File: src/hw/rtl/vpf_pkg.sv
`timescale 1ns / 1ps

package vpf_pkg;

  // func codes carried in tuser
  localparam logic FUNC_TICK  = 1'b0;
  localparam logic FUNC_EVENT = 1'b1;

  // register indexes on the config port
  localparam int          CFG_INDEX_W     = 2;
  localparam logic [1:0]  REG_STALL_TICKS = 2'd0;
  localparam logic [1:0]  REG_TORQUE_HOLD = 2'd1;
  localparam logic [1:0]  REG_STOP_DELAY  = 2'd2;

  // status bit positions
  localparam int BIT_STALL        = 7;
  localparam int BIT_TORQUE_OPEN  = 6;
  localparam int BIT_FULLY_OPEN   = 5;
  localparam int BIT_LIMIT_OPEN   = 4;
  localparam int BIT_STOP_DELAY   = 3;
  localparam int BIT_TORQUE_CLOSE = 2;
  localparam int BIT_FULLY_CLOSED = 1;
  localparam int BIT_LIMIT_CLOSE  = 0;

  // reset values of the registers
  localparam logic [7:0] STALL_TICKS_RST = 8'd50;
  localparam logic [7:0] TORQUE_HOLD_RST = 8'd20;
  localparam logic [7:0] STOP_DELAY_RST  = 8'd20;

  // q2.14 full scale and rounding offset
  localparam logic signed [15:0] Q_ONE     = 16'sd16384;
  localparam logic signed [23:0] PCT_SCALE = 24'sd100;
  localparam logic signed [23:0] PCT_HALF  = 24'sd8192;

  typedef struct packed {
    logic [7:0] stall_ticks;
    logic [7:0] torque_hold_ticks;
    logic [7:0] stop_delay_ticks;
  } cfg_t;

  typedef struct packed {
    logic [7:0] flags;
    logic [7:0] last_percent;
    logic [7:0] stall_count;
    logic [7:0] open_torque_count;
    logic [7:0] close_torque_count;
    logic [7:0] stop_count;
  } state_t;

  function automatic logic [7:0] inc_sat(input logic [7:0] v);
    return (v == 8'hFF) ? v : v + 8'd1;
  endfunction

endpackage

File: src/hw/rtl/vpf_update.sv
`timescale 1ns / 1ps

module vpf_update (
  input  vpf_pkg::cfg_t        cfg,
  input  vpf_pkg::state_t      cur,
  input  logic                 func,
  input  logic signed [15:0]   opening,
  input  logic                 motor_moving,
  input  logic                 torque_open_pin,
  input  logic                 torque_close_pin,
  input  logic                 limit_open_pin,
  input  logic                 limit_close_pin,
  output vpf_pkg::state_t      nxt
);
  import vpf_pkg::*;

  logic signed [23:0] scaled;
  logic signed [23:0] rounded;
  logic [7:0]         pct;

  // rounded percent, negative gives zero, saturate to a byte
  assign scaled  = 24'(opening) * PCT_SCALE;
  assign rounded = scaled + PCT_HALF;
  assign pct     = rounded[23] ? 8'd0 :
                   (rounded[22:14] > 9'd255) ? 8'hFF : rounded[21:14];

  always_comb begin
    nxt = cur;
    if (func == FUNC_EVENT) begin
      nxt.flags[BIT_STOP_DELAY] = 1'b1;
    end else begin
      // stall
      if (motor_moving) begin
        if (pct == cur.last_percent) begin
          nxt.stall_count = inc_sat(cur.stall_count);
        end else begin
          nxt.stall_count      = 8'd0;
          nxt.flags[BIT_STALL] = 1'b0;
        end
        if (nxt.stall_count >= cfg.stall_ticks) begin
          nxt.flags[BIT_STALL] = 1'b1;
          nxt.stall_count      = cfg.stall_ticks;
        end
        nxt.last_percent = pct;
      end else begin
        nxt.stall_count      = 8'd0;
        nxt.flags[BIT_STALL] = 1'b0;
      end

      // open torque
      if (torque_open_pin) begin
        nxt.open_torque_count      = 8'd0;
        nxt.flags[BIT_TORQUE_OPEN] = 1'b1;
      end
      if (nxt.flags[BIT_TORQUE_OPEN]) begin
        nxt.open_torque_count = inc_sat(nxt.open_torque_count);
        if (nxt.open_torque_count >= cfg.torque_hold_ticks) begin
          nxt.flags[BIT_TORQUE_OPEN] = 1'b0;
          nxt.open_torque_count      = cfg.torque_hold_ticks;
        end
      end

      // close torque
      if (torque_close_pin) begin
        nxt.close_torque_count      = 8'd0;
        nxt.flags[BIT_TORQUE_CLOSE] = 1'b1;
      end
      if (nxt.flags[BIT_TORQUE_CLOSE]) begin
        nxt.close_torque_count = inc_sat(nxt.close_torque_count);
        if (nxt.close_torque_count >= cfg.torque_hold_ticks) begin
          nxt.flags[BIT_TORQUE_CLOSE] = 1'b0;
          nxt.close_torque_count      = cfg.torque_hold_ticks;
        end
      end

      nxt.flags[BIT_LIMIT_OPEN]  = limit_open_pin;
      nxt.flags[BIT_LIMIT_CLOSE] = limit_close_pin;

      // end positions, the other end flag is left alone
      if (opening <= 16'sd0) begin
        nxt.flags[BIT_FULLY_CLOSED] = 1'b1;
      end else if (opening >= Q_ONE) begin
        nxt.flags[BIT_FULLY_OPEN] = 1'b1;
      end else begin
        nxt.flags[BIT_FULLY_CLOSED] = 1'b0;
        nxt.flags[BIT_FULLY_OPEN]   = 1'b0;
      end

      // stop delay
      if (nxt.flags[BIT_STOP_DELAY]) begin
        nxt.stop_count = inc_sat(cur.stop_count);
        if (nxt.stop_count >= cfg.stop_delay_ticks) begin
          nxt.flags[BIT_STOP_DELAY] = 1'b0;
          nxt.stop_count            = 8'd0;
        end
      end else begin
        nxt.stop_count = 8'd0;
      end
    end
  end

endmodule

File: src/hw/rtl/valve_protection_flags_top.sv
`timescale 1ns / 1ps

// Valve actuator protection status. Each input word is either a periodic
// tick (tuser 0) that carries the Q2.14 valve opening, the motor-moving bit
// and four switch pins, or a motor-stopped event (tuser 1) that sets the
// stop-delay flag. Every input word yields exactly one output word holding
// the status byte after the update: bit 7 stall, 6 torque open, 5 fully
// open, 4 limit open, 3 stop delay, 2 torque close, 1 fully closed,
// 0 limit close. The block takes one word per cycle while the output is not
// stalled; a word passes an input register, the combinational flag logic
// and an output register. The whole flag update for a word settles
// combinationally, and the state registers load on the same edge the word
// moves to the output, which lets the next word follow at once. The three
// hold/count registers are written through the config port; the user must
// write them only while the block is idle, which the block does not
// enforce. Index 3 is ignored.

module valve_protection_flags_top (
  input  logic                            clk,
  input  logic                            rst,
  // config write port
  input  logic                            cfg_we,
  input  logic [vpf_pkg::CFG_INDEX_W-1:0] cfg_index,
  input  logic [7:0]                      cfg_data,
  // input stream
  input  logic                            s_tvalid,
  output logic                            s_tready,
  // opening[15:0], motor_moving[16], torque_open_pin[17],
  // torque_close_pin[18], limit_open_pin[19], limit_close_pin[20], zero pad
  input  logic [23:0]                     s_tdata,
  // func[0]
  input  logic                            s_tuser,
  // output stream
  output logic                            m_tvalid,
  input  logic                            m_tready,
  // status[7:0]
  output logic [7:0]                      m_tdata
);
  import vpf_pkg::*;

  cfg_t        cfg;
  state_t      state;
  state_t      state_next;

  // input register
  logic        in_valid;
  logic [20:0] in_data;
  logic        in_func;

  // stage moves when the output register is empty or being drained
  logic        advance;

  assign advance  = in_valid && (!m_tvalid || m_tready);
  assign s_tready = !in_valid || advance;

  // config registers
  always_ff @(posedge clk) begin
    if (rst) begin
      cfg.stall_ticks       <= STALL_TICKS_RST;
      cfg.torque_hold_ticks <= TORQUE_HOLD_RST;
      cfg.stop_delay_ticks  <= STOP_DELAY_RST;
    end else if (cfg_we) begin
      case (cfg_index)
        REG_STALL_TICKS: cfg.stall_ticks       <= cfg_data;
        REG_TORQUE_HOLD: cfg.torque_hold_ticks <= cfg_data;
        REG_STOP_DELAY:  cfg.stop_delay_ticks  <= cfg_data;
        default: ;  // unused index
      endcase
    end
  end

  // input word capture
  always_ff @(posedge clk) begin
    if (rst) begin
      in_valid <= 1'b0;
    end else if (s_tready) begin
      in_valid <= s_tvalid;
    end
  end

  always_ff @(posedge clk) begin
    if (s_tready && s_tvalid) begin
      in_data <= s_tdata[20:0];
      in_func <= s_tuser;
    end
  end

  vpf_update u_update (
    .cfg              (cfg),
    .cur              (state),
    .func             (in_func),
    .opening          (in_data[15:0]),
    .motor_moving     (in_data[16]),
    .torque_open_pin  (in_data[17]),
    .torque_close_pin (in_data[18]),
    .limit_open_pin   (in_data[19]),
    .limit_close_pin  (in_data[20]),
    .nxt              (state_next)
  );

  // flag state loads together with the output word
  always_ff @(posedge clk) begin
    if (rst) begin
      state <= '0;
    end else if (advance) begin
      state <= state_next;
    end
  end

  // output register
  always_ff @(posedge clk) begin
    if (rst) begin
      m_tvalid <= 1'b0;
    end else if (advance) begin
      m_tvalid <= 1'b1;
    end else if (m_tready) begin
      m_tvalid <= 1'b0;
    end
  end

  always_ff @(posedge clk) begin
    if (advance) begin
      m_tdata <= state_next.flags;
    end
  end

`ifndef SYNTHESIS
  // state only changes when a word moves through the update stage
  a_state_hold: assert property (@(posedge clk) disable iff (rst)
    !advance |=> $stable(state))
    else $error("flag state changed without an advancing word");

  // a stop count only runs while the stop-delay flag is up
  a_stop_count: assert property (@(posedge clk) disable iff (rst)
    state.stop_count != 8'd0 |-> state.flags[BIT_STOP_DELAY])
    else $error("stop count nonzero with stop-delay flag clear");

  // input backpressure only when both registers hold a word
  a_tready: assert property (@(posedge clk) disable iff (rst)
    !s_tready |-> in_valid && m_tvalid && !m_tready)
    else $error("input stalled with room in the pipeline");

  // a new output word always comes from the input register
  a_out_src: assert property (@(posedge clk) disable iff (rst)
    $rose(m_tvalid) |-> $past(in_valid))
    else $error("output word without an input word");
`endif

endmodule

File: config.mk
export PLATFORM = sky130hd
export DESIGN_NAME = valve_protection_flags_top
export DESIGN_NICKNAME = d
export VERILOG_FILES = /design/src/hw/rtl/vpf_pkg.sv /design/src/hw/rtl/vpf_update.sv /design/src/hw/rtl/valve_protection_flags_top.sv
export SDC_FILE = /design/constraint.sdc
export NUM_CORES = 1
export LEC_CHECK = 0
export BUFFER_PORTS_ARGS = -buffer_cell sky130_fd_sc_hd__buf_4
export CAP_MARGIN = 25
export CELL_PAD_IN_SITES_DETAIL_PLACEMENT = 0
export CELL_PAD_IN_SITES_GLOBAL_PLACEMENT = 1
export CORE_MARGIN = 2
export CORE_UTILIZATION = 48
export CTS_CLUSTER_SIZE = 24
export DETAILED_ROUTE_END_ITERATION = 8
export GPL_ROUTABILITY_DRIVEN = 0
export PLACE_DENSITY = 0.9
export SYNTH_ARGS = -nofsm -noshare
export SYNTH_HDL_FRONTEND = slang
export SYNTH_SLANG_ARGS = --single-unit
File: constraint.sdc
create_clock -name clk -period 9.25 [get_ports clk]
set_clock_uncertainty 0.15 [all_clocks]
set_input_delay 0.925 -clock clk [delete_from_list [all_inputs] [get_ports clk]]
set_output_delay 0.925 -clock clk [all_outputs]
set_load 0.02 [all_outputs]
# == After elaboration in Yosys (flattened, before gate mapping) ==
# Index checks and enable logic that the tools add are counted.
# op_classes
mux,44
order_cmp,7
bitwise_logic,1
multipliers,1
n_reduce_logical,13
n_addsub,5
n_eq_ne,7
# ops
op,count
2-to-1 mux 8 bit,22
2-to-1 mux 43 bit,1
"adder 8 x 1 -> 8 bit, second input constant",4
"== test 8 bit, second input constant",4
greater-or-equal comparator 8 bit,4
"adder 24 x 15 -> 24 bit, second input constant",1
"multiplier 16 x 6 -> 22 bit, second input constant",1
2-to-1 mux 1 bit,20
"greater-or-equal comparator 16 bit, second input constant",1
"less-or-equal comparator 16 x 1 -> 1 bit, second input constant",1
"> comparator 9 x 8 -> 1 bit, second input constant",1
== test 8 bit,1
AND reduction 2 bit,4
2-to-1 mux 4 bit,1
AND reduction 3 bit,1
"== test 2 x 1 -> 1 bit, second input constant",1
"== test 2 bit, second input constant",1
logical AND 1 bit,2
logical NOT 1 bit,2
logical NOT 2 bit,1
logical OR 1 bit,2
nonzero test 2 bit,1
NOT 1 bit,1
# totals
output_inout_bits,10
regBits,104

# == Depth between registers and ports, before layout ==
# depth
ltp_word,13
ltp_mapped,35
ltp_nobuf,34

# == Cells and area by module ==
# Synthesis repeated with hierarchy kept, for this count alone.
# hier_totals
hier_cells,1002
area_unflattened_um2,8826.0
# by_module_without_submodules
mod,cells_per_inst,n_inst,area_per_inst_um2
vpf_update,654,1,4828.4
valve_protection_flags_top,348,1,3997.6

# == Least setup slack after synthesis ==
# No wires, ideal clock.
# synth_timing
path_kind,reg2reg
startpoint,reg in_data[6]
endpoint,reg state[24] (netlist bit)
setup_time_ns,0.092
arrival_time_ns,7.637
stages_incl_launch_ff,33
setup_slack_ns,1.371
synth_period_minus_slack_ns,7.879
cell_sequence,edfxtp_1 -> ha_1 -> fa_1 -> ha_1 -> ha_1 -> a2111oi_4 -> o21ai_2 -> a41oi_1 -> xnor2_1 -> ha_1 -> inv_1 -> a2111o_1 -> nor4_4 -> nand2_1 -> nor4_1 -> o32ai_2 -> xnor2_1 -> a211oi_4 -> nand2_2 -> buf_6 -> or2_1 -> ha_1 -> nand2b_1 -> a21o_1 -> a21o_1 -> a21o_1 -> a21o_1 -> a21o_1 -> a21o_1 -> a21o_1 -> or3_1 -> buf_1 -> o32ai_1
# synth_via
elab_chain_cells,12
# synth_lines
element,line,text
start: declaration,valve_protection_flags_top.sv:47,logic [20:0] in_data;
start signal: assignment,valve_protection_flags_top.sv:83,in_data <= s_tdata[20:0];
multiplier 16 x 6 -> 22 bit *,vpf_update.sv:22,assign scaled = 24'(opening) * PCT_SCALE;
adder 24 x 15 -> 24 bit *,vpf_update.sv:23,assign rounded = scaled + PCT_HALF;
> comparator 9 x 8 -> 1 bit,vpf_update.sv:25,(rounded[22:14] > 9'd255) ? 8'hFF : rounded[21:14];
2-to-1 mux 8 bit,vpf_update.sv:25,
2-to-1 mux 8 bit *,vpf_update.sv:24,assign pct = rounded[23] ? 8'd0 :
== test 8 bit *,vpf_update.sv:34,if (pct == cur.last_percent) begin
2-to-1 mux 8 bit *,vpf_update.sv:34,
2-to-1 mux 8 bit *,vpf_update.sv:33,if (motor_moving) begin
2-to-1 mux 8 bit *,vpf_update.sv:29,if (func == FUNC_EVENT) begin
greater-or-equal comparator 8 bit,vpf_update.sv:40,if (nxt.stall_count >= cfg.stall_ticks) begin
2-to-1 mux 8 bit *,vpf_update.sv:40,
2-to-1 mux 8 bit *,vpf_update.sv:33,
end signal: assignment,valve_protection_flags_top.sv:106,state <= state_next;
end: declaration,valve_protection_flags_top.sv:42,state_t state;
# Mark *: on every way between the ends. The rest lies on a longest branch, timed or not. The select of a mux whose other input is x is not followed.
# A chain may end at the register's enable or synchronous reset.

# == Worst setup path in the final report ==
# Ends and elaborated chain as after synthesis.

==> metrics.md <==
| Metric | Value |
|---|---|
| Cell Pwr Density | between 150 and 200 nW/µm² |
| Die height | around 130 µm |
| I/O pins | 50 |
| HP Class | reg2reg |
| CP dominant cell by count | a21o_1 |
| Initial antenna violation count | 0 |
| Via count | between 6,000 and 7,000 |
| Row count | 46 |
| Syn Std Cell Area | about 8000 µm² |
| Synth cell types | 81 |
| Yosys warns | 0 |
| Post-detail-place hpwl | 13,020 µm |
| Syn nets | between 1,000 and 1,500 |
| Peak supply drop | 93.85 µV |
| CP startpoint | in_data[6] |
| Synth Area per Inst | between 9 and 10 µm² |
| Final nets | around 1,100 |
| Crit Path Class | reg2reg |
| Async S/R FF share, synth | 0% |
| N_diodes | 0 |
| Crit path capture | state[24] |
| Core Area | 16,000 µm² |
| CTS tree | yes |
| Cell taking the most area after synthesis | dfxtp_1 |
| Setup crit start kind | register |
| Per-cell routed wire length | 15.36 µm |
| Slew margin rel. | 32.24% |
| Share of the synthesized area in the top cell type | a little under a fifth |
| Seq/Total Area, Yosys | about 30% |
| Critical Path Max Stage Delay | 0.49 ns |
| Via density per instance | about 5.7 |
| Final Cycle Share | ~93% |
| CP max-delay cell | or3_1 |
| Max-Cap Viols | 0 |
| R2R Path End | state[24] |
| Hold Fails Final Rpt | 0 |
| Setup total negative slack | 0 ns |
| Die Span X | approximately 130 µm |
| Worst reg2reg setup slack | ~0.62 ns |
| Worst-margin pin slew | roughly 1 ns |
| Largest net degree at the start of global routing | a little under 80 |
| Max Freq | between 0.1 and 0.15 GHz |
| Reg2Reg Launch Point | in_data[6] |
| Predominant post-synthesis flop cell | dfxtp_1 |
| Initial DRC count | ~440 |
| Final Instance Count excl. Fillers | ~1,100 |
| Vias in the first global route | about 6,000 |
| IO Port Bufs | 46 |
| Post-layout minimum cycle time | roughly 8.6 ns |
| Worst path required time | between 9 and 10 ns |
| Clock sink total | approximately 100 |
| Cts bufs inserted | 9 |
| Static leakage | between 3 and 4 nW |
| Number of synthesized flops with an enable pin | 30 |
| Layout cells sized above 1 | a little under an eighth |
| Area Overhead vs Synth | 10.60% |
| Synth Instances | between 800 and 900 |
| WL final | roughly 17,000 µm |
| Initial cell density of the core | around 50% |
| Reg2Reg Depth | 30 |
| Clk buf depth | 2 |
| Worst-path fanout max | 12 |
| DR DRC count | 0 |
| Critical path arrival | between 8 and 9 ns |
| FF+latch count, synth | approximately 100 |
| Placed Cells | between 1,000 and 1,500 |
| Insertion delay to the later sink of the worst-skew pair | approximately 0.35 ns |
| Global-route wire length before repair | 29,330 µm |
| Antenna Nets Post-Route | 0 |
| CP endpoint kind | register |
| Status | finished, final reports clean |
| Total track usage | roughly a fifth |
| RSZ-0062 raised after global routing | false |
| Total gr overflow | 0 |
| Final Max Tran Viols | 0 |
| Clk pin slew, worst setup/hold paths | ~0.07 ns |
| Clock root cell | clkbuf_16 |
| Final Setup Violations | 0 |
| Depth of the CTS H-tree | 3 |
| Pre-antenna DRT Iters | 4 |
| Die ar. | roughly 17,000 µm² |
| Dominant cells by area after synthesis | dfxtp_1 (19%), ha_1 (15%), edfxtp_1 (11%), nor2_1 (5.7%), mux2i_1 (3.8%) |
## cells in the final DEF (no fill, tap or decap), drive strengths merged, types with 6 or more instances in the layout
| master | synthesis | final |
|---|---|---|
| edfxtp | 30 | 30 |
| a22oi | 6 | 6 |
| nor2b | 13 | 13 |
| a21o | 26 | 26 |
| mux2 | 7 | 7 |
| nor4 | 8 | 8 |
| xor2 | 10 | 10 |
| clkbuf | 25 | 11 |
| a2bb2oi | 7 | 7 |
| inv | 54 | 56 |
| nor2 | 119 | 119 |
| ha | 94 | 94 |
| nor3 | 14 | 14 |
| a211oi | 24 | 24 |
| mux2i | 30 | 30 |
| nand3 | 20 | 20 |
| or2 | 6 | 6 |
| nand2b | 14 | 14 |
| fa | 13 | 13 |
| buf | 6 | 53 |
| o211ai | 8 | 8 |
| o21ai | 26 | 26 |
| a21oi | 56 | 56 |
| nand4 | 17 | 17 |
| xnor2 | 25 | 25 |
| dfxtp | 74 | 74 |
| nand2 | 59 | 59 |
## cell families after synthesis
| kind of cell | count (synthesis) | synth area share [%] |
|---|---|---|
| adder cells (fa/ha/maj) | 107 | 18.19 |
| XOR/XNOR | 35 | 4.073 |
| buffers and inverters | 85 | 4.184 |
| multiplexers | 37 | 4.802 |
| flip-flops | 104 | 30.17 |
| AO/OA/AOI/OAI | 208 | 19.51 |
| AND/OR/NAND/NOR | 301 | 19.07 |
## critical path: cells and delay by family (launching register included)
family                     cells  cell delay, ns
xor gates and xnor gates       2            0.39
adders and majority gates      6            2.03
buffers and inverters          1            0.06
DFF                            1            0.47
and+or+nand+nor                7            2.12
AOI/OAI and AO/OA             14            3.29
## how the worst min path moves through the flow
stage / start / to / cells past startpoint
finish: state[32] / state[32] / 2
global route: state[35] / state[35] / 2
CTS: state[32] / state[32] / 2
detailed placement: state[32] / state[32] / 2
global placement: state[32] / state[32] / 2
floorplan: state[9] / state[9] / 2
## cells in the mapped netlist (16+ instances only)
cell type,n
a211oi_1,20
a21o_1,26
a21oi_1,56
clkbuf_1,25
dfxtp_1,74
edfxtp_1,30
ha_1,94
inv_1,54
mux2i_1,30
nand2_1,58
nand3_1,19
nand4_1,16
nor2_1,119
o21ai_0,21
xnor2_1,24
## layer usage
layer	global-route usage, %	wire length, µm	share of wire (%)	vias up
met3	2.191	426	2.5	15
met1	29.82	9091	52	3066
met5	0	0	0	-
met4	5.914	238	1.4	0
li1	-	-	-	3245
met2	31.19	7613	44	105
## metrics by stage
stage | setup WS, ns | hold WS, ns | utilization [%] | power [mW] | instance area (µm²)
final | 0.6241 | 0.3239 | 54.57 | 1.522 | 8732
after global routing | 0.04430 | 0.3494 | 54.57 | 1.617 | 8732
after CTS | 0.5850 | 0.3288 | 54.54 | 1.521 | 8727
after detailed placement | 0.6219 | 0.3177 | 52.78 | 1.142 | 8446
after global placement | 0.7071 | 0.3053 | 52.64 | 1.134 | 8423
after floorplan | 1.371 | 0.2966 | - | 1.010 | 7895
## sequential cells by signal, indices dropped and copies added, names as in the netlist
signal and cells:
m_tvalid 1, state 48, cfg 24, m_tdata 8, in_data 21, in_func 1
in_valid 1
## report_power, final
group	internal, mW	leakage [nW]	switching, mW
logic	0.242	2.75	0.400
clock network	0.193	0.142	0.184
registers	0.486	0.892	0.0169
total	0.921	3.79	0.601
## timing repair
action | in CTS | in global routing
hold endpoints to repair | 0 | 0
buffers inserted | 0 | 0
hold buffers | 0 | 0
gates resized for setup | 0 | 1
endpoints found under the setup margin | 0 | 8
## area by class of cell
cell class	count	area (µm²)
clock buffers	11	242.7
inverters	54	202.7
well taps	216	270.3
repair buffers	53	405.4
fillers	1529	7268
multi-input cells	688	5190
clock inverters	5	38.79
flip-flops and latches	104	2382
Power figures use the tool's default switching activity.
